[src/design/cvp_pkg.sv]
// Shared constants and types for the CSV column integer parser.
package cvp_pkg;

    localparam int MAX_FIELD_CHARS = 10;
    localparam int CNT_W           = $clog2(MAX_FIELD_CHARS + 1);
    localparam int BYTE_W          = 8;
    localparam int VALUE_W         = 32;
    localparam int PROD_W          = VALUE_W + 4;

    localparam logic [VALUE_W-1:0] MAG_CAP = 32'h8000_0000;
    localparam logic [VALUE_W-1:0] POS_MAX = 32'h7FFF_FFFF;

    localparam logic [BYTE_W-1:0] CH_COMMA   = 8'h2C;
    localparam logic [BYTE_W-1:0] CH_NEWLINE = 8'h0A;
    localparam logic [BYTE_W-1:0] CH_SPACE   = 8'h20;
    localparam logic [BYTE_W-1:0] CH_TAB     = 8'h09;
    localparam logic [BYTE_W-1:0] CH_CR      = 8'h0D;
    localparam logic [BYTE_W-1:0] CH_VTAB    = 8'h0B;
    localparam logic [BYTE_W-1:0] CH_FF      = 8'h0C;
    localparam logic [BYTE_W-1:0] CH_PLUS    = 8'h2B;
    localparam logic [BYTE_W-1:0] CH_MINUS   = 8'h2D;
    localparam logic [BYTE_W-1:0] CH_ZERO    = 8'h30;
    localparam logic [BYTE_W-1:0] CH_NINE    = 8'h39;

    localparam int CFG_IDX_W = 1;
    localparam logic [CFG_IDX_W-1:0] CFG_FIELD_SELECT = 1'b0;
    localparam logic [CFG_IDX_W-1:0] CFG_SKIP_HEADER  = 1'b1;

    // Commands from the stream control to the field converter.
    typedef struct packed {
        logic clear;
        logic take;
    } cvp_ctl_t;

endpackage

[src/design/cvp_field_conv.sv]
// Field converter: atoi-style digit accumulation with saturation.
module cvp_field_conv (
    input  logic                         clk,
    input  logic                         rst_n,
    input  cvp_pkg::cvp_ctl_t            ctl,
    input  logic [cvp_pkg::BYTE_W-1:0]   in_byte,
    output logic [cvp_pkg::VALUE_W-1:0]  value
);
    import cvp_pkg::*;

    typedef enum logic [1:0] {
        PH_LEAD   = 2'd0,
        PH_SIGN   = 2'd1,
        PH_DIGITS = 2'd2,
        PH_DONE   = 2'd3
    } phase_t;

    phase_t               phase_reg, phase_next;
    logic [CNT_W-1:0]     count_reg, count_next;
    logic                 neg_reg, neg_next;
    logic [VALUE_W-1:0]   mag_reg, mag_next;

    logic                 is_digit;
    logic                 is_blank;
    logic                 is_sign;
    logic [PROD_W-1:0]    mag_ext;
    logic [PROD_W-1:0]    prod;

    assign is_digit = (in_byte >= CH_ZERO) && (in_byte <= CH_NINE);
    assign is_blank = (in_byte == CH_SPACE) || (in_byte == CH_TAB) || (in_byte == CH_CR)
                   || (in_byte == CH_VTAB) || (in_byte == CH_FF);
    assign is_sign  = (in_byte == CH_PLUS) || (in_byte == CH_MINUS);

    // mag * 10 + digit as two shifts and two adds
    assign mag_ext = {{(PROD_W-VALUE_W){1'b0}}, mag_reg};
    assign prod    = (mag_ext << 3) + (mag_ext << 1) + PROD_W'(in_byte[3:0]);

    always_comb
    begin
        phase_next = phase_reg;
        count_next = count_reg;
        neg_next   = neg_reg;
        mag_next   = mag_reg;
        if (ctl.clear)
        begin
            phase_next = PH_LEAD;
            count_next = '0;
            neg_next   = 1'b0;
            mag_next   = '0;
        end
        else if (ctl.take && (count_reg < CNT_W'(MAX_FIELD_CHARS)))
        begin
            count_next = count_reg + CNT_W'(1);
            if (phase_reg != PH_DONE)
            begin
                priority if (is_digit)
                begin
                    mag_next   = (prod > PROD_W'(MAG_CAP)) ? MAG_CAP : prod[VALUE_W-1:0];
                    phase_next = PH_DIGITS;
                end
                else if ((phase_reg == PH_LEAD) && is_blank)
                begin
                    phase_next = PH_LEAD;
                end
                else if ((phase_reg == PH_LEAD) && is_sign)
                begin
                    neg_next   = (in_byte == CH_MINUS);
                    phase_next = PH_SIGN;
                end
                else
                begin
                    phase_next = PH_DONE;
                end
            end
        end
    end

    always_ff @(posedge clk or negedge rst_n)
    begin
        if (!rst_n)
        begin
            phase_reg <= PH_LEAD;
            count_reg <= '0;
            neg_reg   <= 1'b0;
            mag_reg   <= '0;
        end
        else
        begin
            phase_reg <= phase_next;
            count_reg <= count_next;
            neg_reg   <= neg_next;
            mag_reg   <= mag_next;
        end
    end

    // signed result with saturation at both limits
    always_comb
    begin
        if (neg_reg)
            value = (mag_reg >= MAG_CAP) ? MAG_CAP : (VALUE_W'(0) - mag_reg);
        else
            value = (mag_reg >= MAG_CAP) ? POS_MAX : mag_reg;
    end

endmodule

[src/design/csv_column_integer_parser.sv]
// Top level: CSV column extractor with atoi conversion of the selected field.
//
//  channel | direction | handshake          | payload
//  s_*     | in        | s_tvalid/s_tready  | s_tdata[7:0] in_byte
//  m_*     | out       | m_tvalid/m_tready  | m_tdata[31:0] value (signed)
//  cfg_*   | in        | cfg_valid/cfg_ready| cfg_index 0 field_select, 1 skip_header
//
// One byte per cycle sustained while no result is held; a terminator passes through the
// input register, then the state update writes its value into the result register.
// rst_n clears all parse state and loads field_select 0, skip_header 1.
// A held result stalls the byte in the input register; the input still takes
// a word in the cycle the result is taken.
module csv_column_integer_parser (
    input  logic                            clk,
    input  logic                            rst_n,
    input  logic                            s_tvalid,
    output logic                            s_tready,
    input  logic [7:0]                      s_tdata,   // [7:0] in_byte
    output logic                            m_tvalid,
    input  logic                            m_tready,
    output logic [31:0]                     m_tdata,   // [31:0] value
    input  logic                            cfg_valid,
    output logic                            cfg_ready,
    input  logic [cvp_pkg::CFG_IDX_W-1:0]   cfg_index,
    input  logic [7:0]                      cfg_data
);
    import cvp_pkg::*;

    logic                 in_vld_reg;
    logic [BYTE_W-1:0]    in_byte_reg;
    logic                 out_vld_reg;
    logic [VALUE_W-1:0]   out_value_reg;
    logic [7:0]           field_select_reg;
    logic                 skip_header_reg;
    logic                 header_done_reg;
    logic [7:0]           field_index_reg, field_index_next;

    logic                 stage_go;
    logic                 skipping;
    logic                 is_comma;
    logic                 is_newline;
    logic                 is_term;
    logic                 selected;
    logic                 emit;
    cvp_ctl_t             ctl;
    logic [VALUE_W-1:0]   conv_value;

    assign cfg_ready = 1'b1;
    assign stage_go  = in_vld_reg && (!out_vld_reg || m_tready);
    assign s_tready  = !in_vld_reg || stage_go;
    assign m_tvalid  = out_vld_reg;
    assign m_tdata   = out_value_reg;

    assign skipping   = !header_done_reg && skip_header_reg;
    assign is_comma   = (in_byte_reg == CH_COMMA);
    assign is_newline = (in_byte_reg == CH_NEWLINE);
    assign is_term    = is_comma || is_newline;
    assign selected   = (field_index_reg == field_select_reg);
    assign emit       = stage_go && !skipping && is_term && selected;

    assign ctl.clear = stage_go && !skipping && is_term;
    assign ctl.take  = stage_go && !skipping && !is_term && selected;

    always_comb
    begin
        field_index_next = field_index_reg;
        if (stage_go && !skipping)
        begin
            if (is_newline)
                field_index_next = '0;
            else if (is_comma && (field_index_reg != 8'hFF))
                field_index_next = field_index_reg + 8'd1;
        end
    end

    cvp_field_conv u_conv (
        .clk     (clk),
        .rst_n   (rst_n),
        .ctl     (ctl),
        .in_byte (in_byte_reg),
        .value   (conv_value)
    );

    always_ff @(posedge clk or negedge rst_n)
    begin
        if (!rst_n)
        begin
            in_vld_reg       <= 1'b0;
            out_vld_reg      <= 1'b0;
            field_select_reg <= '0;
            skip_header_reg  <= 1'b1;
            header_done_reg  <= 1'b0;
            field_index_reg  <= '0;
        end
        else
        begin
            if (s_tready)
                in_vld_reg <= s_tvalid;
            if (stage_go)
                out_vld_reg <= emit;
            else if (m_tready)
                out_vld_reg <= 1'b0;
            if (stage_go && is_newline)
                header_done_reg <= 1'b1;
            field_index_reg <= field_index_next;
            if (cfg_valid && cfg_ready)
            begin
                unique case (cfg_index)
                    CFG_FIELD_SELECT: field_select_reg <= cfg_data;
                    CFG_SKIP_HEADER:  skip_header_reg  <= cfg_data[0];
                    default:          field_select_reg <= field_select_reg;
                endcase
            end
        end
    end

    always_ff @(posedge clk)
    begin
        if (s_tready && s_tvalid)
            in_byte_reg <= s_tdata;
        if (emit)
            out_value_reg <= conv_value;
    end

    a_ready_when_empty: assert property (@(posedge clk) disable iff (!rst_n)
        !in_vld_reg |-> s_tready)
        else $error("input register empty but not ready");

    a_emit_shows: assert property (@(posedge clk) disable iff (!rst_n)
        emit |=> m_tvalid)
        else $error("emitted value not presented");

    a_newline_resets_index: assert property (@(posedge clk) disable iff (!rst_n)
        (stage_go && !skipping && is_newline) |=> (field_index_reg == 8'd0))
        else $error("field index not cleared by newline");

    a_skip_no_output: assert property (@(posedge clk) disable iff (!rst_n)
        (stage_go && skipping) |=> !m_tvalid)
        else $error("header byte produced output");

endmodule

[config.mk]
export PLATFORM = sky130hd
export DESIGN_NAME = csv_column_integer_parser
export DESIGN_NICKNAME = d
export VERILOG_FILES = /design/src/design/cvp_pkg.sv /design/src/design/cvp_field_conv.sv /design/src/design/csv_column_integer_parser.sv
export SDC_FILE = /design/constraint.sdc
export NUM_CORES = 1
export LEC_CHECK = 0
export BUFFER_PORTS_ARGS = -buffer_cell sky130_fd_sc_hd__buf_2
export CAP_MARGIN = 20
export CORE_MARGIN = 5
export CORE_UTILIZATION = 45
export CTS_CLUSTER_DIAMETER = 150
export CTS_CLUSTER_SIZE = 8
export DETAILED_ROUTE_END_ITERATION = 8
export PLACE_DENSITY = 0.65
export SLEW_MARGIN = 20
export SYNTH_ARGS = -nofsm -noshare
export SYNTH_HDL_FRONTEND = slang
export SYNTH_HIERARCHICAL = 1
export SYNTH_SLANG_ARGS = --single-unit
[constraint.sdc]
create_clock -name clk -period 4.8 [get_ports clk]
set_input_delay 0.96 -clock clk [delete_from_list [all_inputs] [get_ports clk]]
set_output_delay 0.96 -clock clk [all_outputs]
set_load 0.02 [all_outputs]
# Yosys cells after proc, flatten, opt, wreduce, memory -nomap -nowiden
# Index checks and enable logic that the tools add are counted.
# op_classes
n_addsub	5
n_lt_le_gt_ge	5
n_eq_ne	14
n_mux	26
bitwise_logic	1
n_reduce_logical	40
# ops
operator	n
two-way mux 32 bit	8
equality test 8 x 4 -> 1 bit, second input constant	5
adder 35 x 33 -> 36 bit	1
adder 36 x 4 -> 36 bit	1
greater-than comparator 36 x 32 -> 1 bit, second input constant	1
equality test 8 x 6 -> 1 bit, second input constant	4
greater-or-equal comparator 32 bit, second input constant	1
subtractor 1 x 32 -> 32 bit, first input constant	1
two-way mux 8 bit	2
logical AND 1 bit	14
two-way mux 2 bit	6
nonzero test 2 bit	6
adder 8 x 1 -> 8 bit, second input constant	1
equality test 8 bit	1
greater-or-equal comparator 8 x 6 -> 1 bit, second input constant	1
less-or-equal comparator 8 x 6 -> 1 bit, second input constant	1
logical OR 1 bit	8
two-way mux 1 bit	8
two-way mux 4 bit	2
inequality test 8 bit, second input constant	1
AND reduction 2 bit	4
inequality test 2 bit, second input constant	3
zero test 1 bit	5
AND reduction 5 bit	1
other kinds (5)	5
# word_totals
register_bits	99
output_inout_bits	35
word_cells	103

# Longest topological paths before layout
# logic_depth
word_depth	11
ltp_mapped	14
depth_no_buf	13

# Cells and area by module
# Netlist, hierarchy kept.
# modules_own_cells
mod	n_inst	cells_each	area_per_inst_um2	seq_area_each_um2
cvp_field_conv	1	582	4842.1	975.9
csv_column_integer_parser	1	144	2273.4	1702.9

# Worst setup path before layout
# Ideal clock, no wire load.
# synth_timing
path_kind	register -> register
start	register in_byte_reg[3]
end	register u_conv.mag_reg[1]
setup_ns	0.068
arrival_time_ns	3.615
required_time_ns	4.732
setup_slack_ns	1.117
stages_incl_launch_ff	14
period_less_slack_ns	3.683
cell_sequence	edfxtp_1 inv_1 fa_1 fa_1 nand2b_1 a21oi_1 o21ai_0 a2111oi_0 o21a_1 a211oi_1 mux2i_1 a2111oi_4 buf_6 a32o_1
# synth_between
elab_chain_len	8
word_cells_on_any_way	22
cone_classes	add/sub: 1; order compare: 3; eq/ne: 2; mux: 5; reduce/logical: 11
# synth_lines
element	line_no	text
from (decl)	csv_column_integer_parser.sv:30	logic [BYTE_W-1:0] in_byte_reg;
from (signal assigned)	csv_column_integer_parser.sv:120	in_byte_reg <= s_tdata;
parallel branches: the longest is 8 deep, another holds adder 36 x 4 -> 36 bit	-	
to (signal assigned)	cvp_field_conv.sv:92	mag_reg <= mag_next;
to (decl)	cvp_field_conv.sv:21	logic [VALUE_W-1:0] mag_reg, mag_next;
# Several ways; the timed one is not identified. The select of a mux whose other input is x is not followed.
# A chain may end at the register's enable or synchronous reset.

# Worst setup path in the final report
# layout_timing
start	register in_byte_reg[3]
end	register u_conv.mag_reg[13]
# The elaborated chain is that of the path after synthesis.

==> impl_results.md <==
* Root Buffer: clkbuf_16
* Postcts setup bufs at 0
* Initial DRC Count at 315
* CP Launch Type: flop
* Die Wd at 135.7 um
* Max cap viols at 0
* Initial antenna violation count at 0
* DP Area at 7548 um^2
* Post-synth EDFFs at 40
* Routed Antenna Nets at 0
* Largest family of logic cells by synthesized area: compound AO/OA/AOI/OAI gates
* Worst path bufs/invs at 2
* GRT Total Usage at 18.58%
* M1 wire length at 7.311 mm
* Unrepaired setup endpoints after global routing: false
* Slew margin rel. at 36.28%
* Clock Path Buffers at 2
* Most frequent CP cell: fa_1
* CTS Buf Count at 9
* Final TNS setup at 0 ps
* # nets final at 854
* Crit path required time at 5090 ps
* Worst-Skew Late Latency at 360 ps
* DR top layer: met4
* Syn Inst Count at 726
* CP Cell Sequence: inv_1, fa_1, fa_1, nand2b_1, a21oi_1, o21ai_0, a2111oi_0, o21a_1, a211oi_1, mux2i_1, a2111oi_4, buf_4, a32o_1
* Post-Synth Adder-Cell Area at 12.17%
* Total gr overflow at 0
* Antenna Cells at 0
* Number of top-level pins at 57
* Share of cells above drive strength 1 at 15.47%
* Compound-cell area share of the yosys netlist at 22.24%
* Xor/xnor share of the synthesized area at 6.277%
* Post-synth top cells: 66 x ha_1, 65 x nand2_1, 58 x dfrtp_1
* Initial Util at 45.29%
* Worst hold path type: reg -> reg
* Area share of the largest cell type after synthesis at 20.40%
* Fillers at 1,453
* Top FF cell, synth: dfrtp_1
* Design area at 7866 um^2
* First-pass GRT wire length at 27.72 mm
* Register area share after synthesis at 37.65%
* CTS tree: yes
* CP max stage delay at 670 ps
* Largest net degree at the start of global routing at 41
* Via density at 5.836
* WP depth at 13
* Yosys warns at 6
* Post-synthesis instance area at 7116 um^2
* Final Hold Vio Count at 0
* DR DRC count at 0
* Die area at 18,430 um^2
* Simple-gate share of the synthesized area at 15.93%
* Delay-heaviest family, CP: compound AO/OA/AOI/OAI gates
* R2r worst-path depth at 13
* Distinct cells, synth at 78
* Max H-tree Level at 3
* Count leader, synth: ha_1
* Lkg Pwr at 3.582 nW
* Async SR Flop Fraction at 59.60%
* Total Routed Length at 16.57 mm
* Synthesized Nets at 816
* Slowest stage cell, crit path: a2111oi_0
* Tmin final at 4257 ps
* DRT Pass-1 Iters at 6
* Wire per inst at 16.82 um
* Vias in the first global route at 5,735
* Final slew viol count at 0
* Synth Area per Inst at 9.801 um^2
* CTS Sinks at 99
* PnR Total Power at 1.901 mW
* Met3 wire length at 666 um
* Area delta synth->final at 10.55%
* Maximum VDD drop at 0.0001530 V
* Worst-margin pin slew at 953.5 ps
* Hold_buf cts at 0
* Site Rows at 46
* WHS Path Cells at 1
* Clock Skew at 10.16 ps
* Non-Filler Instances at 985
* Routability cong. at 0.8844
* Via count at 5,748
* Tcrit/Tclk final at 88.68%
* Synth area leaders: dfrtp_1 20%, edfxtp_1 17%, ha_1 12%, xor2_1 4.4%, a32o_1 4.4%
* Routed wl met2 at 8.109 mm
* Core area at 15,710 um^2
* Fmax at 234.9 MHz
* Final setup fails at 0
* Critical Path AT at 4550 ps
* Detailed placement HPWL at 12.44 mm
* Crit-path max FO at 21
* PwrDens at 241.7 nW/um^2
* Cell taking the most area after synthesis: dfrtp_1
* Crit path capture type: flop
* PostCTS Resize Cnt at 0
* Crit path kind: reg -> reg
* Post-synthesis mux area share at 1.846%
* Clk pin slew, worst setup/hold paths at 70 ps
* Run status: finished clean
* Die height at 135.7 um
* Flops & latches, synth at 99
* Inst Count DP at 969
* PortBufs at 55
-- cell usage in the layout, fill, tap and decap left out, drive strengths merged, types with 3 or more instances in the layout --
master and n:
nand4 8, dfrtp 58, o31ai 8, o21ai 47, edfxtp 40, nor4 7, clkbuf 10, and3 4
a211oi 15, o41ai 6, nor3 18, inv 17, mux2i 3, ha 66, nor2 52, or3 12
xnor2 15, and2 3, nand2b 16, buf 66, nor2b 4, o211ai 7, or2 6, mux2 9
xor2 36, nand3 16, a32o 31, a21oi 40, nor3b 3, nand3b 3, nand2 65, a41oi 3
a31oi 9, o311ai 7, o22ai 3, or4 6, a21o 18
-- routing by layer --
| layer | vias to the layer above | track usage [%] |
|---|---|---|
| met4 | 0 | 7.615 |
| met3 | 31 | 2.749 |
| met1 | 2741 | 22.81 |
| met2 | 154 | 32.66 |
| met5 | - | 0 |
| li1 | 2822 | - |
-- cell type report --
type	instances	area, um^2	area share [%]
Sequential cell	99	2679	34.05
Clock buffer	10	229.0	2.911
Tap cell	216	270.3	3.436
Timing Repair Buffer	66	357.8	4.549
Clock inverter	6	88.84	1.129
Multi-Input combinational cell	572	4182	53.16
Inverter	16	60.06	0.7635
-- final timing paths --
check / startpoint / end / slack [ps]
setup / recovery: in_byte_reg[3] / u_conv/mag_reg[13] / 540
hold / removal: header_done_reg / header_done_reg / 470
setup reg to reg: in_byte_reg[3] / u_conv/mag_reg[13] / 540
hold reg to reg: header_done_reg / header_done_reg / 470
max in group asynchronous: rst_n / skip_header_reg / 3190
min in group asynchronous: rst_n / u_conv/mag_reg[20] / 760
-- per-stage QoR --
step | hold slack (ps) | worst slack (ps) | util, %
2_1_floorplan | 432.5 | 1117 | -
3_3_place_gp | 445.4 | 734.7 | 48.04
3_5_place_dp | 449.9 | 640.9 | 48.04
4_1_cts | 468.6 | 598.9 | 50.06
5_1_grt | 483.2 | 271.5 | 50.06
6_report | 467.8 | 543.2 | 50.06
-- worst reg2reg max path: cells and delay by family (launching register included) --
family | cells | cell delay, ps
AND/OR/NAND/NOR | 1 | 180
buffers and inverters | 2 | 420
AO/OA/AOI/OAI | 7 | 2010
adder cells (fa/ha/maj) | 2 | 1010
multiplexers | 1 | 180
flip-flops | 1 | 390
-- kinds of logic after synthesis --
logic type	after synthesis
xor+xnor	51
flops	99
compound gates	214
buf+inv	55
simple gates	226
fa+ha+maj	68
mux	12
other cells	1
-- power by group --
group,total [mW],switching [mW],internal (mW),leakage [nW]
Sequential,0.948,0.0271,0.921,1.15
Clock,0.776,0.319,0.458,0.149
Combinational,0.177,0.104,0.0724,2.28
Total,1.90,0.450,1.45,3.58
(Power assumes the default switching activity.)
